**src/rtl/gbn_pkg.sv**
```systemverilog
// Shared constants, codes, command type and window helper for the Go-Back-N sender.
`default_nettype none

package gbn_pkg;

	// Sequence space and window
	localparam int SEQ_W            = 3;
	localparam int SEQ_COUNT        = 1 << SEQ_W;
	localparam int WINDOW           = 4;
	localparam int RESULT_LIMIT     = 4;
	localparam int CNT_W            = $clog2(RESULT_LIMIT + 1);
	localparam int PAYLOAD_BITS_DEF = 64;
	localparam int QUEUE_DEPTH      = 2;

	// Input modes
	localparam logic [1:0] MODE_SEND    = 2'd0;
	localparam logic [1:0] MODE_ACK     = 2'd1;
	localparam logic [1:0] MODE_TIMEOUT = 2'd2;

	// Timer actions
	localparam logic [1:0] TIMER_NONE    = 2'd0;
	localparam logic [1:0] TIMER_STOP    = 2'd1;
	localparam logic [1:0] TIMER_RESTART = 2'd2;

	// Command handed from the front part to the back part
	typedef struct packed {
		logic             retx;      // retransmit burst rather than a single result
		logic             accepted;
		logic             pkt_valid;
		logic [SEQ_W-1:0] seq;       // packet sequence, or first sequence of a burst
		logic [1:0]       timer;
		logic             full;      // window state after the item
		logic [CNT_W-1:0] count;     // packets in a burst
	} gbn_cmd_t;

	// Window is full when outstanding reaches the window or the free sequence limit
	function automatic logic window_is_full(input logic [SEQ_W-1:0] base,
			input logic [SEQ_W-1:0] next);
		logic [SEQ_W-1:0] n;
		n = next - base;
		return (int'(n) >= WINDOW) || (int'(n) >= SEQ_COUNT - 1);
	endfunction

endpackage

`default_nettype wire

```
**src/rtl/gbn_front.sv**
```systemverilog
// Front part: accepts input items, updates the window pointers and issues commands.
`default_nettype none

module gbn_front #(
	parameter int PAYLOAD_BITS = gbn_pkg::PAYLOAD_BITS_DEF
) (
	input  wire logic                           clk,
	input  wire logic                           arst_n,
	input  wire logic                           start,
	input  wire logic [1:0]                     mode,
	input  wire logic [PAYLOAD_BITS-1:0]        message_data,
	input  wire logic [gbn_pkg::SEQ_W-1:0]      ack_number,
	input  wire logic                           ack_checksum_ok,
	input  wire logic                           q_full,
	output logic                                busy,
	output logic                                push,
	output gbn_pkg::gbn_cmd_t                   cmd,
	output logic [PAYLOAD_BITS-1:0]             cmd_data
);

	logic [gbn_pkg::SEQ_W-1:0] base_q, next_q;
	logic [gbn_pkg::SEQ_W-1:0] base_d, next_d;
	logic [gbn_pkg::SEQ_W-1:0] outstanding, ack_base;
	logic                      full_now;

	assign busy        = q_full;
	assign push        = start && !q_full;
	assign outstanding = next_q - base_q;
	assign ack_base    = ack_number + gbn_pkg::SEQ_W'(1);
	assign full_now    = gbn_pkg::window_is_full(base_q, next_q);

	// Classify the item and build its command
	always_comb begin
		base_d        = base_q;
		next_d        = next_q;
		cmd           = '0;
		cmd.full      = full_now;
		cmd_data      = '0;
		unique case (mode)
			gbn_pkg::MODE_SEND: begin
				if (!full_now) begin
					cmd.accepted  = 1'b1;
					cmd.pkt_valid = 1'b1;
					cmd.seq       = next_q;
					cmd.timer     = (base_q == next_q) ? gbn_pkg::TIMER_RESTART
						: gbn_pkg::TIMER_NONE;
					cmd_data      = message_data;
					next_d        = next_q + gbn_pkg::SEQ_W'(1);
					cmd.full      = gbn_pkg::window_is_full(base_q, next_d);
				end
			end
			gbn_pkg::MODE_ACK: begin
				if (ack_checksum_ok) begin
					base_d    = ack_base;
					cmd.timer = (ack_base == next_q) ? gbn_pkg::TIMER_STOP
						: gbn_pkg::TIMER_RESTART;
					cmd.full  = gbn_pkg::window_is_full(ack_base, next_q);
				end
			end
			gbn_pkg::MODE_TIMEOUT: begin
				if (outstanding == '0) begin
					cmd.timer = gbn_pkg::TIMER_RESTART;
				end else begin
					cmd.retx  = 1'b1;
					cmd.seq   = base_q;
					cmd.count = (int'(outstanding) > gbn_pkg::RESULT_LIMIT)
						? gbn_pkg::CNT_W'(gbn_pkg::RESULT_LIMIT)
						: gbn_pkg::CNT_W'(outstanding);
				end
			end
			default: begin
			end
		endcase
	end

	// Advance the window pointers on each transfer
	always_ff @(posedge clk or negedge arst_n) begin
		if (!arst_n) begin
			base_q <= '0;
			next_q <= '0;
		end else if (push) begin
			base_q <= base_d;
			next_q <= next_d;
		end
	end

endmodule

`default_nettype wire

```
**src/rtl/gbn_queue.sv**
```systemverilog
// Short command queue between the front and back parts.
`default_nettype none

module gbn_queue #(
	parameter int PAYLOAD_BITS = gbn_pkg::PAYLOAD_BITS_DEF
) (
	input  wire logic                    clk,
	input  wire logic                    arst_n,
	input  wire logic                    push,
	input  wire gbn_pkg::gbn_cmd_t       push_cmd,
	input  wire logic [PAYLOAD_BITS-1:0] push_data,
	input  wire logic                    pop,
	output gbn_pkg::gbn_cmd_t            head_cmd,
	output logic [PAYLOAD_BITS-1:0]      head_data,
	output logic                         empty,
	output logic                         full
);

	localparam int PTR_W = (gbn_pkg::QUEUE_DEPTH > 1) ? $clog2(gbn_pkg::QUEUE_DEPTH) : 1;
	localparam int LVL_W = $clog2(gbn_pkg::QUEUE_DEPTH + 1);

	gbn_pkg::gbn_cmd_t         cmd_mem_q  [gbn_pkg::QUEUE_DEPTH];
	logic [PAYLOAD_BITS-1:0]   data_mem_q [gbn_pkg::QUEUE_DEPTH];
	logic [PTR_W-1:0]          wr_ptr_q, rd_ptr_q;
	logic [LVL_W-1:0]          level_q;

	assign empty     = (level_q == '0);
	assign full      = (level_q == LVL_W'(gbn_pkg::QUEUE_DEPTH));
	assign head_cmd  = cmd_mem_q[rd_ptr_q];
	assign head_data = data_mem_q[rd_ptr_q];

	// Step a pointer with wrap at the queue depth
	function automatic logic [PTR_W-1:0] ptr_inc(input logic [PTR_W-1:0] p);
		return (int'(p) == gbn_pkg::QUEUE_DEPTH - 1) ? '0 : p + PTR_W'(1);
	endfunction

	// Store pushed entries
	always_ff @(posedge clk) begin
		if (push) begin
			cmd_mem_q[wr_ptr_q]  <= push_cmd;
			data_mem_q[wr_ptr_q] <= push_data;
		end
	end

	// Track pointers and fill level
	always_ff @(posedge clk or negedge arst_n) begin
		if (!arst_n) begin
			wr_ptr_q <= '0;
			rd_ptr_q <= '0;
			level_q  <= '0;
		end else begin
			if (push) begin
				wr_ptr_q <= ptr_inc(wr_ptr_q);
			end
			if (pop) begin
				rd_ptr_q <= ptr_inc(rd_ptr_q);
			end
			if (push && !pop) begin
				level_q <= level_q + LVL_W'(1);
			end else if (pop && !push) begin
				level_q <= level_q - LVL_W'(1);
			end
		end
	end

endmodule

`default_nettype wire

```
**src/rtl/gbn_back.sv**
```systemverilog
// Back part: payload store, retransmit sequencer and registered result outputs.
`default_nettype none

module gbn_back #(
	parameter int PAYLOAD_BITS = gbn_pkg::PAYLOAD_BITS_DEF
) (
	input  wire logic                         clk,
	input  wire logic                         arst_n,
	input  wire logic                         q_empty,
	input  wire gbn_pkg::gbn_cmd_t            head_cmd,
	input  wire logic [PAYLOAD_BITS-1:0]      head_data,
	output logic                              pop,
	output logic                              result_strobe,
	output logic                              accepted,
	output logic                              packet_valid,
	output logic [gbn_pkg::SEQ_W-1:0]         packet_seq,
	output logic [PAYLOAD_BITS-1:0]           packet_data,
	output logic [1:0]                        timer_action,
	output logic                              window_full,
	output logic                              last
);

	typedef enum logic [1:0] {
		ST_IDLE = 2'b01,
		ST_RETX = 2'b10
	} state_t;

	state_t                       state_q;
	logic [PAYLOAD_BITS-1:0]      store_q [gbn_pkg::SEQ_COUNT];
	logic [gbn_pkg::SEQ_W-1:0]    seq_q;
	logic [gbn_pkg::CNT_W-1:0]    left_q;
	logic                         first_q, full_hold_q;
	logic                         strobe_q, acc_q, valid_q, full_q, last_q;
	logic [gbn_pkg::SEQ_W-1:0]    pseq_q;
	logic [PAYLOAD_BITS-1:0]      pdata_q;
	logic [1:0]                   timer_q;
	logic                         in_retx;

	assign in_retx = (state_q == ST_RETX);
	assign pop     = (state_q == ST_IDLE) && !q_empty;

	assign result_strobe = strobe_q;
	assign accepted      = acc_q;
	assign packet_valid  = valid_q;
	assign packet_seq    = pseq_q;
	assign packet_data   = pdata_q;
	assign timer_action  = timer_q;
	assign window_full   = full_q;
	assign last          = last_q;

	// Write new payloads in command order
	always_ff @(posedge clk) begin
		if (pop && !head_cmd.retx && head_cmd.pkt_valid) begin
			store_q[head_cmd.seq] <= head_data;
		end
	end

	// Sequence the back part and raise the strobe
	always_ff @(posedge clk or negedge arst_n) begin
		if (!arst_n) begin
			state_q  <= ST_IDLE;
			strobe_q <= 1'b0;
		end else begin
			strobe_q <= (pop && !head_cmd.retx) || in_retx;
			unique case (state_q)
				ST_IDLE: begin
					if (pop && head_cmd.retx) begin
						state_q <= ST_RETX;
					end
				end
				ST_RETX: begin
					if (left_q == gbn_pkg::CNT_W'(1)) begin
						state_q <= ST_IDLE;
					end
				end
				default: begin
					state_q <= ST_IDLE;
				end
			endcase
		end
	end

	// Load single results or step through a retransmit burst
	always_ff @(posedge clk) begin
		if (pop) begin
			seq_q       <= head_cmd.seq;
			left_q      <= head_cmd.count;
			first_q     <= 1'b1;
			full_hold_q <= head_cmd.full;
			if (!head_cmd.retx) begin
				acc_q   <= head_cmd.accepted;
				valid_q <= head_cmd.pkt_valid;
				pseq_q  <= head_cmd.seq;
				pdata_q <= head_data;
				timer_q <= head_cmd.timer;
				full_q  <= head_cmd.full;
				last_q  <= 1'b1;
			end
		end else if (in_retx) begin
			acc_q   <= 1'b0;
			valid_q <= 1'b1;
			pseq_q  <= seq_q;
			pdata_q <= store_q[seq_q];
			timer_q <= first_q ? gbn_pkg::TIMER_RESTART : gbn_pkg::TIMER_NONE;
			full_q  <= full_hold_q;
			last_q  <= (left_q == gbn_pkg::CNT_W'(1));
			seq_q   <= seq_q + gbn_pkg::SEQ_W'(1);
			left_q  <= left_q - gbn_pkg::CNT_W'(1);
			first_q <= 1'b0;
		end
	end

endmodule

`default_nettype wire

```
**src/rtl/go_back_n_sender_window_top.sv**
```systemverilog
// Top level of the Go-Back-N sender window: front part, command queue and back part.
`default_nettype none

// An item is taken on a clock edge with start high and busy low; busy is high only while
// the two-entry command queue is full. The front part handles every item in the cycle it
// is taken, so items can follow one another back to back. Send, acknowledgment and unknown
// items each give one result; a timeout gives one result per outstanding packet, at most
// four, one per cycle as the back part reads the payload store, or one result if none is
// outstanding. The back part emits at most one result per cycle, so a timeout burst
// occupies it while it takes the command and then emits one result per packet, and the
// queue fills behind it. A result passes through the command queue and then the back
// part's output registers, and is shown for exactly one cycle with result_strobe high;
// the receiver cannot stall, so it must take every result as it appears. Results come
// in the order of the items, and last marks the final result of each item.
module go_back_n_sender_window_top #(
	parameter int PAYLOAD_BITS = gbn_pkg::PAYLOAD_BITS_DEF
) (
	input  wire logic                      clk,
	input  wire logic                      arst_n,
	input  wire logic                      start,
	output logic                           busy,
	input  wire logic [1:0]                mode,
	input  wire logic [PAYLOAD_BITS-1:0]   message_data,
	input  wire logic [2:0]                ack_number,
	input  wire logic                      ack_checksum_ok,
	output logic                           result_strobe,
	output logic                           accepted,
	output logic                           packet_valid,
	output logic [2:0]                     packet_seq,
	output logic [PAYLOAD_BITS-1:0]        packet_data,
	output logic [1:0]                     timer_action,
	output logic                           window_full,
	output logic                           last
);

	gbn_pkg::gbn_cmd_t          push_cmd, head_cmd;
	logic [PAYLOAD_BITS-1:0]    push_data, head_data;
	logic                       push, pop, q_empty, q_full;

	gbn_front #(
		.PAYLOAD_BITS(PAYLOAD_BITS)
	) u_front (
		.clk             (clk),
		.arst_n          (arst_n),
		.start           (start),
		.mode            (mode),
		.message_data    (message_data),
		.ack_number      (ack_number),
		.ack_checksum_ok (ack_checksum_ok),
		.q_full          (q_full),
		.busy            (busy),
		.push            (push),
		.cmd             (push_cmd),
		.cmd_data        (push_data)
	);

	gbn_queue #(
		.PAYLOAD_BITS(PAYLOAD_BITS)
	) u_queue (
		.clk       (clk),
		.arst_n    (arst_n),
		.push      (push),
		.push_cmd  (push_cmd),
		.push_data (push_data),
		.pop       (pop),
		.head_cmd  (head_cmd),
		.head_data (head_data),
		.empty     (q_empty),
		.full      (q_full)
	);

	gbn_back #(
		.PAYLOAD_BITS(PAYLOAD_BITS)
	) u_back (
		.clk           (clk),
		.arst_n        (arst_n),
		.q_empty       (q_empty),
		.head_cmd      (head_cmd),
		.head_data     (head_data),
		.pop           (pop),
		.result_strobe (result_strobe),
		.accepted      (accepted),
		.packet_valid  (packet_valid),
		.packet_seq    (packet_seq),
		.packet_data   (packet_data),
		.timer_action  (timer_action),
		.window_full   (window_full),
		.last          (last)
	);

endmodule

`default_nettype wire

```
**config.mk**
```make
export PLATFORM = sky130hd
export DESIGN_NAME = go_back_n_sender_window_top
export DESIGN_NICKNAME = d
export VERILOG_FILES = /design/src/rtl/gbn_pkg.sv /design/src/rtl/gbn_front.sv /design/src/rtl/gbn_queue.sv /design/src/rtl/gbn_back.sv /design/src/rtl/go_back_n_sender_window_top.sv
export SDC_FILE = /design/constraint.sdc
export NUM_CORES = 1
export LEC_CHECK = 0
export BUFFER_PORTS_ARGS = -buffer_cell sky130_fd_sc_hd__buf_2
export CAP_MARGIN = 25
export CELL_PAD_IN_SITES_DETAIL_PLACEMENT = 0
export CELL_PAD_IN_SITES_GLOBAL_PLACEMENT = 1
export CORE_UTILIZATION = 53
export CTS_CLUSTER_DIAMETER = 30
export DETAILED_ROUTE_END_ITERATION = 7
export PLACE_DENSITY = 0.8
export SETUP_SLACK_MARGIN = 0.05
export SLEW_MARGIN = 20
export SYNTH_ARGS = -nofsm -noshare
export SYNTH_HDL_FRONTEND = slang
export SYNTH_SLANG_ARGS = --single-unit
```
**constraint.sdc**
```tcl
create_clock -name clk -period 8.7 [get_ports clk]
set_input_delay 2.175 -clock clk [delete_from_list [all_inputs] [get_ports clk]]
set_output_delay 2.175 -clock clk [all_outputs]
set_load 0.03 [all_outputs]
```
### Word-level counts from Yosys, hierarchy flattened

Memories as Yosys holds them, arrays and structs flattened. A register that Yosys moved wholly into a read port is not among the register bits.
Cells that the tools add are included.

* add/sub/neg operators: 11
* magnitude comparators: 7
* eq/ne operators: 11
* mux-type cells: 55
* bitwise logic cells: 1
* reduce and logical (&&, ||, !) cells: 25

Operator list (number)
* $mux W64: 5
* $mux W3: 13
* $mux W2: 12
* $mux W1: 20
* $ge A3 B3 Y1 const B: 6
* $add A3 B1 Y3 const B: 3
* $sub A3 B3 Y3: 3
* $mux W8: 1
* $logic_and A1 B1 Y1: 7
* $eq A2 B2 Y1 const B: 3
* $eq A3 B3 Y1: 2
* $ne A2 B2 Y1 const B: 3
* $pmux W2 S3: 1
* $pmux W3 S2: 1
* $reduce_and A3 Y1: 2
* $logic_not A1 Y1: 5
* $eq A2 B1 Y1 const B: 2
* $logic_not A2 Y1: 2
* $logic_or A1 B1 Y1: 4
* $pmux W2 S2: 1
* $reduce_and A2 Y1: 2
* $reduce_bool A2 Y1: 2
* $eq A3 B1 Y1 const B: 1
* $gt A3 B3 Y1 const B: 1
* other kinds (7): 8

* flip-flop bits (word level): 94
* RAM bits: 664
* input port bits: 73
* output and inout bits: 75
* logic and storage cells: 131
* memories kept: 3

Memories
* u_back.store_q: words 8, width 64, read ports 1, clocked after memory_dff 1, wr ports 1, line gbn_back.sv:29 `logic [PAYLOAD_BITS-1:0] store_q [gbn_pkg::SEQ_COUNT];`
* u_queue.data_mem_q: words 2, width 64, read ports 1, clocked after memory_dff 0, wr ports 1, line gbn_queue.sv:23 `logic [PAYLOAD_BITS-1:0] data_mem_q [gbn_pkg::QUEUE_DEPTH];`
* u_queue.cmd_mem_q: words 2, width 12, read ports 1, clocked after memory_dff 0, wr ports 1, line gbn_queue.sv:22 `gbn_pkg::gbn_cmd_t cmd_mem_q [gbn_pkg::QUEUE_DEPTH];`

### Longest topological paths before layout

* word-level depth: 7
* gate-level depth with buffers: 9
* gate-level depth less buffers: 8

### Cells and area by module

A second synthesis with hierarchy kept.

* cell total of the unflattened synthesis: 1678
* area, all modules: 30091.4 um2

By module, submodules not included
* gbn_back: times used 1, cells each 1265, area an instance 23112.2 um2, seq. area each 17933.4 um2
* gbn_queue: times used 1, cells each 253, area an instance 5806.8 um2, seq. area each 4664.5 um2
* gbn_front: times used 1, cells each 160, area an instance 1172.4 um2, seq. area each 150.1 um2

### Worst setup path after synthesis

OpenSTA, ideal clock, no wires.

* path kind: reg2reg
* start: register u_queue.rd_ptr_q
* end: memory u_back.store_q[7][0] (netlist name) (enable)
* setup time: 644 ps
* arrival: 7209 ps
* required time: 8056 ps
* setup slack: 847 ps
* stages on the path, launching flop included: 6
* buffers on the path: 3
* period minus slack after synthesis: 7853 ps
* path through: dfrtp_1 > clkbuf_1 > clkbuf_1 > buf_2 > a32oi_1 > nor4_1

* cells in the longest elaborated chain, start to end: 6

Ends and longest elaborated chain
* from (decl): line gbn_queue.sv:24 `logic [PTR_W-1:0] wr_ptr_q, rd_ptr_q;`
* from (signal assigned): line gbn_queue.sv:56 `rd_ptr_q <= ptr_inc(rd_ptr_q);`
* $mem_v2 Z2 W12 *
* $logic_not A1 Y1: line gbn_back.sv:53 `if (pop && !head_cmd.retx && head_cmd.pkt_valid) begin`
* $logic_and A1 B1 Y1 (2 in series): line gbn_back.sv:53
* $mux W1: line gbn_back.sv:53
* $mux W1 (not written as such): line gbn_back.sv:54 `store_q[head_cmd.seq] <= head_data;`
* to (decl): line gbn_back.sv:29

Mark *: on every way between the ends. The rest lies on a longest branch, timed or not.

### Worst setup path after layout

* start: register u_queue.level_q[0]
* end: output busy

* cells in the longest elaborated chain, start to end: 1

Ends and longest elaborated chain
* from (decl): line gbn_queue.sv:25 `logic [LVL_W-1:0] level_q;`
* from (signal assigned): line gbn_queue.sv:59 `level_q <= level_q + LVL_W'(1);`
* from (signal assigned): line gbn_queue.sv:61 `level_q <= level_q - LVL_W'(1);`
* $eq A2 B2 Y1: line gbn_queue.sv:28 `assign full = (level_q == LVL_W'(gbn_pkg::QUEUE_DEPTH));`
* to (decl): line go_back_n_sender_window_top.sv:21 `output logic busy,`

Every way passes these cells.

==> impl_metrics.ini <==
[timing]
post-route-period-util = 0.425
finalHoldViolations = 0
layout_setup_ws_ps = 5000
tightestPinTransition_ps = 1080
rsz0062_at_grt = no
fin_crit_ps = 3700
fin_tns_setup_ps = 0
setup_viol = 0
slew_viol_final = 0
max_freq_mhz = 270
slew_headroom = 0.283
fin_skew_ps = 23.9

[route]
drc = 0
routed_wl_um = 62700
avgRoutedWirePerCell_um = 22.4
via_per_inst = 5.62
num_vias = 15800
dr.pass1.iters = 5
drt_iter0_markers = 1022
drtAntennaViolNets = 0

[final_layout]
final_area_um2 = 36200
drive_gt1_frac = 0.236
fillers = 3829
antenna_cells = 0
syn2layout_area_growth_pct = 21.8
final_nets = 2036

[placed_design]
io_buffers = 147
place_area_um2 = 31400
gp_congestion = 0.750
dp_slack_ps = 4360
dpl.hpwl_um = 31900

[clock_network]
clkTransAtPathRegs_ps = 50
cts_tree = yes
cts.hold.buffers_added = 0
cts_buffers = 137
clockRootBuffer = clkbuf_16
htree_levels = 4
cts_resized = 0
clkSinkCount = 759
cts_setup_buffers = 0
clk_latency_ps = 700
clock_path_buffers = 3

[outcome]
status = complete, no violations

[floorplan]
fp.dieH_um = 239
initial_core_util = 0.538
core_um2 = 55300
dieArea_um2 = 57100
dieWidth_um = 239
num_io_pins = 148
std_cell_rows = 86

[pwr]
p_total_mw = 14.9
power_leakage_nw = 13.4
ir_drop_uv = 323
power.density_nw_per_um2 = 411

[synthesis]
avgSynthCellArea_um2 = 17.2
async_reset_ff_frac = 0.0171
synth_top_cell_by_area = edfxtp_1
synth_cell_types = 48
synthTopCellsByArea = edfxtp_1 75%, mux2i_1 8.8%, a22oi_1 3.3%
yosysSeqAreaShare = 0.763
synth-edff-count = 742
synth_cells = 1726
yosysTopAreaCellShare = 0.749
ys_ff_latch = 759
synth_area_um2 = 29700
synth_flop_cell = edfxtp_1
ys_warn_count = 0
syn_nets = 1813

[setup_path]
required_ps = 6530
cp-end-kind = output pin
max_stage_delay_ps = 420
worstPathCellList = nor2b_1 > buf_2
rrSetupSlack_ps = 5400
arrival_ps = 1520
crit_fanout = 4
crit_family = flip-flops
critical_path_class = flip-flop to output pin
cp_num_buf_inv = 1
setup.worst_path.start_class = flip-flop
critical-path-slowest-cell = dfrtp_1

[global_routing]
antenna_found_initial = 0
grt_pass1_wl_um = 94500
grt_pass1_vias = 16700
grt_use_total = 0.224
grt-ovfl-total = 0
grt_max_degree = 140

[worst_hold_path]
hold_path.class = flip-flop to flip-flop

[job]
maxCapViolations = 0
cells in the mapped netlist, types with 7 or more instances:
| library cell | instances |
|---|---|
| a21oi_1 | 13 |
| nand3_1 | 70 |
| buf_2 | 34 |
| inv_1 | 17 |
| nand2_1 | 142 |
| ha_1 | 11 |
| edfxtp_1 | 742 |
| dfrtp_1 | 12 |
| nor2_1 | 24 |
| buf_1 | 15 |
| nor2b_1 | 11 |
| xor2_1 | 7 |
| a22oi_1 | 129 |
| xnor2_1 | 9 |
| clkbuf_1 | 39 |
| mux2_2 | 69 |
| mux2i_1 | 262 |
| and2_1 | 66 |
final cells by class:
type,instances,area [um^2],area share
clock inverters,83,1000,0.0276
multi-input cells,856,6680,0.184
flip-flops and latches,759,22700,0.627
repair buffers,178,1170,0.0323
well taps,748,936,0.0258
clock buffers,162,3670,0.101
inverters,17,66.3,0.00183
cells by family (layout without fill, tap and decap cells):
family	count (synthesis)	after routing	share of synthesized area
AOI/OAI and AO/OA	162	162	0.0400
and+or+nand+nor	330	330	0.0532
adders and majority gates	14	14	0.00665
buffers and inverters	111	440	0.0160
muxes	332	332	0.115
DFF	759	759	0.763
xor gates and xnor gates	18	18	0.00631
sequential cells by signal, summed over array words and instances (netlist names), 22 cells and up, named ones only:
signal and count:
u_back.packet_data 64, u_back.store_q 512, u_queue.data_mem_q 128, u_queue.cmd_mem_q 22
tightest hold or removal path, stage by stage (launching register included):
cell and delay [ps]:
dfxtp_1 300, nor2_1 50, nor2_1 80
through the flow:
step | hold WS (ps) | cells | util
6_report | 469 | 2803 | 0.655
5_1_grt | 530 | 2803 | 0.655
4_1_cts | 485 | 2798 | 0.653
3_5_place_dp | 473 | 2553 | 0.568
3_3_place_gp | 443 | 2547 | 0.565
2_1_floorplan | 427 | 1726 | -
layout by cell type (no fill, tap or decap), types with 18 or more instances in the layout:
cell	n
buf_4	19
nand3_1	70
and2_1	64
mux2_2	69
clkbuf_1	18
a22oi_1	129
nand2_1	142
clkbuf_16	144
edfxtp_1	742
mux2i_1	262
bufinv_16	19
buf_2	147
worst paths after layout:
kind / startpoint / endpoint / depth (start not counted)
setup / recovery: u_queue.level_q[0]$_DFFE_PN0P_ / busy / 2
hold / removal: u_back.first_q$_SDFFE_PP1P_ / u_back.first_q$_SDFFE_PP1P_ / 2
setup reg to reg: u_queue.rd_ptr_q$_DFFE_PN0P_ / u_back.store_q[6][36]$_DFFE_PP_ / 4
hold reg to reg: u_back.first_q$_SDFFE_PP1P_ / u_back.first_q$_SDFFE_PP1P_ / 2
max in group asynchronous: arst_n / u_back.state_q[0]$_DFFE_PN1P_ / 1
min in group asynchronous: arst_n / u_front.next_q[0]$_DFFE_PN0P_ / 1
power by group:
part	total [mW]	switching (mW)	internal, mW
logic	4.13	2.79	1.35
clock network	5.31	1.74	3.57
registers	5.44	0.224	5.21
total	14.9	4.75	10.1
per-layer routing:
metal | vias up | track usage | part of all wire
li1 | 7176 | - | -
met1 | 8075 | 0.289 | 0.42
met2 | 416 | 0.374 | 0.50
met3 | 98 | 0.0484 | 0.048
met4 | 0 | 0.0849 | 0.022
met5 | - | 0 | 0
No activity file was read; power rests on OpenSTA's default activity.
